File: src/mdw_pkg.sv
// Shared types and constants for the match degree weighting block.
// No dependencies; used by every module under src except mdw_ram.
package mdw_pkg;

	localparam int FEAT_W   = 12;
	localparam int BOUND_W  = 17;
	localparam int WEIGHT_W = 17;
	localparam logic [WEIGHT_W-1:0] WEIGHT_ONE = 17'd65536;

	// configuration register indexes
	localparam logic CFG_LEFT_BOUND  = 1'b0;
	localparam logic CFG_RIGHT_BOUND = 1'b1;

	typedef enum logic [1:0] {
		FN_CLEAR = 2'd0,
		FN_COUNT = 2'd1,
		FN_WEIGH = 2'd2,
		FN_NONE  = 2'd3
	} func_t;

	// one queued item
	typedef struct packed {
		func_t              func;
		logic [FEAT_W-1:0]  left_feature;
		logic [FEAT_W-1:0]  right_feature;
	} cmd_t;

	// queue head toward the back end
	typedef struct packed {
		logic valid;
		cmd_t cmd;
	} head_t;

	typedef enum logic [2:0] {
		B_CLR,
		B_IDLE,
		B_RD,
		B_CHK,
		B_DIVL,
		B_DIVR
	} back_state_t;

endpackage

File: src/mdw_front.sv
// Front end: takes items, drops unused codes, and queues the rest (2 entries).
// Depends on mdw_pkg.
module mdw_front (
	input  logic                       clk,
	input  logic                       arst_n,
	input  logic                       start,
	input  logic [1:0]                 func,
	input  logic [mdw_pkg::FEAT_W-1:0] left_feature,
	input  logic [mdw_pkg::FEAT_W-1:0] right_feature,
	output logic                       busy,
	output mdw_pkg::head_t             head,
	input  logic                       pop
);

	mdw_pkg::cmd_t slot_q [2];
	logic          wr_q;
	logic          rd_q;
	logic [1:0]    cnt_q;
	logic          push;
	logic          take;

	assign busy = cnt_q == 2'd2;
	// unused code is accepted and forgotten
	assign push = start && !busy && (mdw_pkg::func_t'(func) != mdw_pkg::FN_NONE);
	assign take = pop && (cnt_q != 2'd0);

	always_ff @(posedge clk or negedge arst_n) begin
		if (!arst_n) begin
			wr_q  <= 1'b0;
			rd_q  <= 1'b0;
			cnt_q <= 2'd0;
		end else begin
			if (push) begin
				wr_q <= ~wr_q;
			end
			if (take) begin
				rd_q <= ~rd_q;
			end
			cnt_q <= cnt_q + {1'b0, push} - {1'b0, take};
		end
	end

	always_ff @(posedge clk) begin
		if (push) begin
			slot_q[wr_q] <= '{func: mdw_pkg::func_t'(func), left_feature: left_feature,
				right_feature: right_feature};
		end
	end

	assign head.valid = cnt_q != 2'd0;
	assign head.cmd   = slot_q[rd_q];

endmodule

File: config.mk
export PLATFORM = sky130hd
export DESIGN_NAME = mdw_front
export DESIGN_NICKNAME = d
export VERILOG_FILES = /design/src/mdw_pkg.sv /design/src/mdw_front.sv
export SDC_FILE = /design/constraint.sdc
export NUM_CORES = 1
export LEC_CHECK = 0
export BUFFER_PORTS_ARGS = -buffer_cell sky130_fd_sc_hd__buf_2
export CAP_MARGIN = 20
export CORE_MARGIN = 4
export CORE_UTILIZATION = 45
export DETAILED_ROUTE_END_ITERATION = 16
export PLACE_DENSITY = 0.78
export SLEW_MARGIN = 20
export SYNTH_ARGS = -nofsm -noshare
export SYNTH_HDL_FRONTEND = slang
export SYNTH_SLANG_ARGS = --single-unit
File: constraint.sdc
create_clock -name clk -period 2.7 [get_ports clk]
set_input_delay 0.54 -clock clk [delete_from_list [all_inputs] [get_ports clk]]
set_output_delay 0.54 -clock clk [all_outputs]
set_load 0.02 [all_outputs]
==> Yosys cells after proc, flatten, opt, wreduce, memory -nomap -nowiden <==
Memory sizes are Yosys's and may differ from the RTL's.
Cells that the tools add are included.
{ "classes": {"n_addsub": 2, "n_eq_ne": 2, "n_mux": 2, "bitwise": 2, "n_reduce_logical": 5} }
{ "ops": {"columns": ["cell", "count"], "rows": [
  ["$logic_and 1x1->1", 3],
  ["$add 2x1->2", 1],
  ["$eq 2x2->1 const B", 1],
  ["$mux 1", 2],
  ["$ne 2x2->1 const B", 1],
  ["$not 1->1", 2],
  ["$reduce_bool 2->1", 1],
  ["$sub 2x1->2", 1],
  ["$logic_not 1->1", 1]
]} }
{ "word_totals": {"regBits": 4, "ramBits": 52, "output_inout_bits": 28, "elab_cells": 17, "memories": 1} }
{ "memory_table": {"columns": ["memory", "words", "width", "read_ports", "rd_ports_with_merged_regs", "write_ports", "line", "rtl"], "rows": [
  ["slot_q", 2, 26, 1, 0, 1, "mdw_front.sv:15", "mdw_pkg::cmd_t slot_q [2];"]
]} }

==> Logic depth before layout (Yosys ltp) <==
Gate-level depths: netlist (run 1).
{ "depth": {"ltp_word": 6, "mapped_depth": 7, "ltp_nobuf": 7} }

==> Worst setup path before layout (run 1) <==
Ideal clock, no wire load.
{ "synth_timing": {"path_type": "flip-flop to flip-flop", "from": "reg cnt_q[1]", "to": "mem slot_q[1][0] (netlist bit), enable pin", "setup_ps": 409, "arrival_ps": 1878, "path_slack_ps": 413, "path_stages_with_launch": 4, "synth_period_minus_slack_ps": 2287, "path_cell_list": "dfrtp_1 nor2b_2 nand3b_4 nor2_1"} }
{ "synth_between": {"elab_chain_len": 6} }
{ "synth_lines": {"columns": ["item", "line", "rtl"], "rows": [
  ["start: declaration", "mdw_front.sv:18", "logic [1:0] cnt_q;"],
  ["start signal: assignment", "mdw_front.sv:39", "cnt_q <= cnt_q + {1'b0, push} - {1'b0, take};"],
  ["$eq 2x2->1", "mdw_front.sv:22", "assign busy = cnt_q == 2'd2;"],
  ["via busy", "mdw_front.sv:10", "output logic busy,"],
  ["$logic_not 1->1", "mdw_front.sv:24", "assign push = start && !busy && (mdw_pkg::func_t'(func) != mdw_pkg::FN_NONE);"],
  ["$logic_and 1x1->1 (2 in series)", "mdw_front.sv:24", null],
  ["$mux 1", "mdw_front.sv:44", "if (push) begin"],
  ["$mux 1 (implied by the code)", "mdw_front.sv:45", "slot_q[wr_q] <= '{func: mdw_pkg::func_t'(func), left_feature: left_feature,"],
  ["end: declaration", "mdw_front.sv:15", null]
]} }
The timed path passes the listed nets, and every way through them passes these cells.

==> impl_metrics.json, run 1 <==
{
  "outcome": "completed",
  "cts_hold_buffers": 0,
  "hold_path_class": "input port to async pin",
  "initial_core_util": 0.4625,
  "path_max_fanout": 8,
  "worst_slack_ns": 0.5532,
  "cts-htree-levels": 2,
  "grt_max_degree": 17,
  "dieArea_sq_um": 6033,
  "grt.met3_usage": 0.05336,
  "antenna_found_initial": 1,
  "drtAntennaViolNets": 0,
  "grt_remaining_overflow": 0,
  "post-route-period-util": 0.7951,
  "dp_slack_ns": 0.8449,
  "grt_setup_unrepaired": "no",
  "grt_pass1_vias": 1251,
  "worstPathRequired_ns": 2.16,
  "yosysTopAreaCellShare": 0.7148,
  "start_kind": "register",
  "p_per_area_nw_per_um2": 1011,
  "yosysSeqAreaShare": 0.7606,
  "critical_path_class": "register to output pin",
  "gp_congestion": 0.7192,
  "layout.nets": 199,
  "numCtsBuffers": 5,
  "p_leak_uw": 0.001074,
  "clkTransAtPathRegs_ns": 0.09,
  "worst_pin_slew_ns": 0.3401,
  "ys_ff_latch": 56,
  "fin_cells": 235,
  "dp_cells": 227,
  "firstDrtPassIters": 4,
  "finClkSkew_ns": 0.007231,
  "max_cap_violations": 0,
  "relSlewSlack": 0.7733,
  "io_buffers": 57,
  "hold_viol": 0,
  "syn_area_per_cell_sq_um": 21.85,
  "ys.flop_type": "edfxtp_1",
  "vias": 1096,
  "hpwlAfterDp_microns": 2641,
  "wirelength_microns": 3504,
  "drive_above_1_share": 0.6012,
  "max-vdd-ir-drop_uv": 501.6,
  "report.final.slew_viol_count": 0,
  "grt_busiest_layer": "met2",
  "netlist_top_cells_count": "edfxtp_1, mux2_4, mux2_2, dfrtp_1",
  "diodes": 0,
  "syn_inst": 100,
  "ys_types": 15,
  "syn_to_final_growth_pct": 22.05,
  "critical_path.startpoint": "rd_q$_DFFE_PN0P_",
  "yosys_warnings": 0,
  "syn-num-nets": 132,
  "max_freq_mhz": 465.8,
  "r2r_slack_ns": 1.00,
  "boundaryPins": 58,
  "min_period_ns": 2.147,
  "gr-usage-met1": 0.1499,
  "die_h_microns": 77.68,
  "yosysMostFrequentCell": "edfxtp_1",
  "setup_viol": 0,
  "met2_usage": 0.2115,
  "post_cts_resize_count": 0,
  "yosys.area.top_type": "edfxtp_1",
  "cts_setup_buffers": 0,
  "clockRootBuffer": "clkbuf_8",
  "cp.arrival_ns": 1.61,
  "routedWlPerCell_microns": 14.91,
  "groute.usage.overall": 0.1268,
  "drt_iter0_markers": 20,
  "vias_per_cell": 4.664,
  "cts_sinks": 56,
  "clock_latency_ns": 0.30,
  "synth_area_sq_um": 2185,
  "cts_tree": "built",
  "num_rows": 25,
  "r2r_start": "cnt_q[1]$_DFF_PN0_",
  "grt_pass1_wl_microns": 5899,
  "drc": 0,
  "fp.dieW_microns": 77.68,
  "end_kind": "output pin",
  "synthTopCellsByArea": "edfxtp_1, mux2_4, dfrtp_1",
  "clk_path_buf_depth": 2,
  "synth-edff-count": 52,
  "setup-tns-final_ns": 0,
  "core_sq_um": 4723,
  "async_flop_share": 0.07143
}
==> final timing paths <==
kind                                            to  depth (start not counted)
min reg2reg                     cnt_q[1]$_DFF_PN0_                          1
max                                       head[23]                          3
max reg2reg                     cnt_q[1]$_DFF_PN0_                          7
max in group asynchronous         rd_q$_DFFE_PN0P_                          1
min                               wr_q$_DFFE_PN0N_                          1
min in group clk           slot_q[0][17]$_DFFE_PP_                          1
==> where the power goes <==
part | switching [uW] | leakage (uW) | internal (uW)
combinational | 552 | 0.000509 | 504
clock | 238 | 0.0000388 | 180
sequential | 78.5 | 0.000526 | 1140
total | 868 | 0.00107 | 1830
==> through the flow <==
step	power, uW	hold WS (ns)	instance area [sq um]	utilization
after global routing	2851	0.005144	2666	0.5645
after CTS	2739	0.01955	2666	0.5645
after floorplan	2017	0.2444	2185	-
after global placement	2281	0.3489	2582	0.5468
after detailed placement	2322	0.3532	2582	0.5468
final	2697	0.02708	2666	0.5645
==> metal layers <==
metal	part of all wire	wire (microns)	vias up
met5	0.0037	13	-
met4	0.0054	19	2
met3	0.084	294	4
met2	0.49	1718	47
met1	0.42	1458	532
li1	-	-	511
==> state kept, by name (all words and copies together), names as in the netlist <==
register and cells:
cnt_q 2, rd_q 1, slot_q 52, wr_q 1
==> area by class of cell <==
cell class                 count  area, sq um
timing repair buffer          63        342.8
clock buffer                   6        72.57
tap                           67        83.83
fill                         394         2057
inverter                       2        7.507
clock inverter                 2        11.26
multi-input combinational     39        486.7
sequential                    56         1662
==> cells in the final DEF, fill, tap and decap left out, types with 2 or more instances in the layout <==
| master | Yosys | final |
|---|---|---|
| dfrtp_1 | 4 | 4 |
| mux2_2 | 7 | 7 |
| buf_4 | 0 | 5 |
| edfxtp_1 | 52 | 52 |
| ha_1 | 2 | 2 |
| mux2_4 | 19 | 19 |
| xnor2_1 | 3 | 3 |
| buf_2 | 0 | 57 |
| clkbuf_8 | 0 | 5 |
| inv_1 | 2 | 2 |
| nor2_2 | 0 | 2 |
==> worst max-delay path, cell delays in order, from the launching register on <==
cell	delay (ns)
dfrtp_1	0.55
buf_4	0.28
mux2_4	0.32
buf_2	0.16
==> kinds of logic (layout without fill, tap and decap cells) <==
kind of cell  Yosys count  in the layout  synth area share
simple gates            7              7           0.02635
xor+xnor                4              4           0.01604
flops                  56             56            0.7606
fa+ha+maj               2              2           0.01145
buf+inv                 5             73           0.01890
mux                    26             26            0.1667
Note: power is estimated with default switching activity, not from simulation.
==> run 2: changes to the inputs <==
clock period = 2.2 ns   (was 2.7 ns; I/O delays follow)
==> run 2 against run 1 <==
  * Die area unchanged
  * Via count down 0.73%
  * Non-clock buffer count up 1
  * Sequential power up 21%
  * Worst setup slack worse by 0.27 ns
  * Clock-buffer cell count unchanged
  * Combinational power up 23%
  * Power up 22%
==> impl_metrics.json, run 2 (synthesis gave the netlist of run 1 again) <==
{
  "outcome": "completed",
  "top_register": "slot_q",
  "post_cts_resize_count": 0,
  "p_sw_frac": 0.3243,
  "top_regs": "slot_q x52, cnt_q x2",
  "grt_max_degree": 16,
  "hold_path_class": "input port to register",
  "antenna_found_initial": 0,
  "num_rows": 25,
  "cts_tree": "built",
  "firstDrtPassIters": 4,
  "clkTransAtPathRegs_ns": 0.09,
  "path_max_fanout": 13,
  "vias": 1088,
  "num-fill-cells": 378,
  "seq_power_share": 0.450,
  "post-route-period-util": 0.8726,
  "cpPeakStageDelay_ns": 0.38,
  "min_from": "right_feature[0]",
  "drtAntennaViolNets": 0,
  "cp.arrival_ns": 1.48,
  "mostFrequentLayoutCells": "buf_2, edfxtp_1, mux2_4, mux2_2, buf_4",
  "grt_setup_unrepaired": "no",
  "cp_top_family": "buffers and inverters",
  "drt_iter0_markers": 59,
  "critical_path_class": "register to output pin",
  "cts_hold_buffers": 1,
  "syn_to_final_growth_pct": 21.65,
  "cts-htree-levels": 2,
  "start_kind": "register",
  "intPower_uw": 2220,
  "vias_per_cell": 4.630,
  "hpwlAfterDp_microns": 2624,
  "die_h_microns": 77.68,
  "p_leak_uw": 0.001075,
  "routedWlPerCell_microns": 15.06,
  "critical_path.startpoint": "rd_q$_DFFE_PN0P_",
  "wirelength_microns": 3538,
  "grt_remaining_overflow": 0,
  "worstPathRequired_ns": 1.76,
  "numCtsBuffers": 5,
  "placed_cell_area_sq_um": 2570,
  "max_cap_violations": 0,
  "cts_setup_buffers": 0,
  "combPwrFrac": 0.396,
  "setup-tns-final_ns": 0,
  "largest_reg_flops": 52,
  "drive_above_1_share": 0.6012,
  "setup_viol": 0,
  "r2r_slack_ns": 0.43,
  "grt_pass1_vias": 1204,
  "report.final.slew_viol_count": 0,
  "clock_latency_ns": 0.30,
  "grt_pass1_wl_microns": 5720,
  "max-vdd-ir-drop_uv": 744.9,
  "groute.usage.overall": 0.1251,
  "power.net_switching_uw": 1065,
  "end_kind": "output pin",
  "gp_congestion": 0.6772,
  "crit_chain": "buf_4 -> mux2_2 -> buf_2",
  "layout.nets": 200,
  "hold_viol": 0,
  "dieArea_sq_um": 6033,
  "min_period_ns": 1.920,
  "io_buffers": 57,
  "p_per_area_nw_per_um2": 1236,
  "core_sq_um": 4723,
  "max_freq_mhz": 520.9,
  "drc": 0,
  "cp_slowest_cell": "mux2_2",
  "clockRootBuffer": "clkbuf_8",
  "path_buf_inv": 2,
  "boundaryPins": 58,
  "power.share.clock": 0.154,
  "worst_pin_slew_ns": 0.2404,
  "finClkSkew_ns": 0.006148,
  "clk_path_buf_depth": 2,
  "fp.dieW_microns": 77.68,
  "fin_area_sq_um": 2658,
  "mostFrequentLayoutCell": "buf_2",
  "relSlewSlack": 0.8397,
  "diodes": 0,
  "initial_core_util": 0.4625,
  "r2r_start": "cnt_q[1]$_DFF_PN0_",
  "cts_sinks": 56
}
==> run 2: area by class of cell <==
cell class | instances | area [sq um] | share of cell area
Sequential cell | 56 | 1662 | 0.6252
Multi-Input combinational cell | 39 | 486.7 | 0.1831
Timing Repair Buffer | 64 | 340.3 | 0.1281
Tap cell | 67 | 83.83 | 0.03154
Clock buffer | 6 | 72.57 | 0.02731
Inverter | 2 | 7.507 | 0.002825
Clock inverter | 1 | 5.005 | 0.001883
==> run 2: metal layers <==
| metal | global-route usage | up-vias | part of all wire |
|---|---|---|---|
| met4 | 0.03737 | 0 | 0.011 |
| met1 | 0.1407 | 526 | 0.39 |
| met2 | 0.2149 | 46 | 0.51 |
| li1 | - | 512 | - |
| met3 | 0.05336 | 4 | 0.084 |
| met5 | 0 | - | 0 |
==> run 2: worst paths after layout <==
path / to / cells after the start
min reg2reg: wr_q$_DFFE_PN0N_ / 1
max in group asynchronous: cnt_q[0]$_DFF_PN0_ / 2
max: head[3] / 3
min in group asynchronous: cnt_q[1]$_DFF_PN0_ / 2
max reg2reg: cnt_q[1]$_DFF_PN0_ / 7
min: slot_q[1][0]$_DFFE_PP_ / 1
==> run 2: power by group through the flow <==
stage / Clock (uW) / Sequential [uW] / Combinational, uW
final: 507 / 1480 / 1300
after CTS: 528 / 1480 / 1330
after detailed placement: 0 / 1500 / 1320
after global placement: 0 / 1480 / 1290
after global routing: 579 / 1490 / 1400
after floorplan: 0 / 1480 / 991
==> run 2: metrics by stage <==
step                worst slack, ns  total power [uW]  hold WS [ns]  instances  utilization
global placement             0.5705              2774        0.2467        227       0.5441
finish                       0.2804              3285        0.3224        235       0.5626
floorplan                  -0.08690              2475        0.1444        100            -
global route                 0.2170              3469        0.3015        235       0.5626
CTS                          0.2615              3336        0.3127        235       0.5626
detailed placement           0.4448              2826        0.2555        227       0.5441
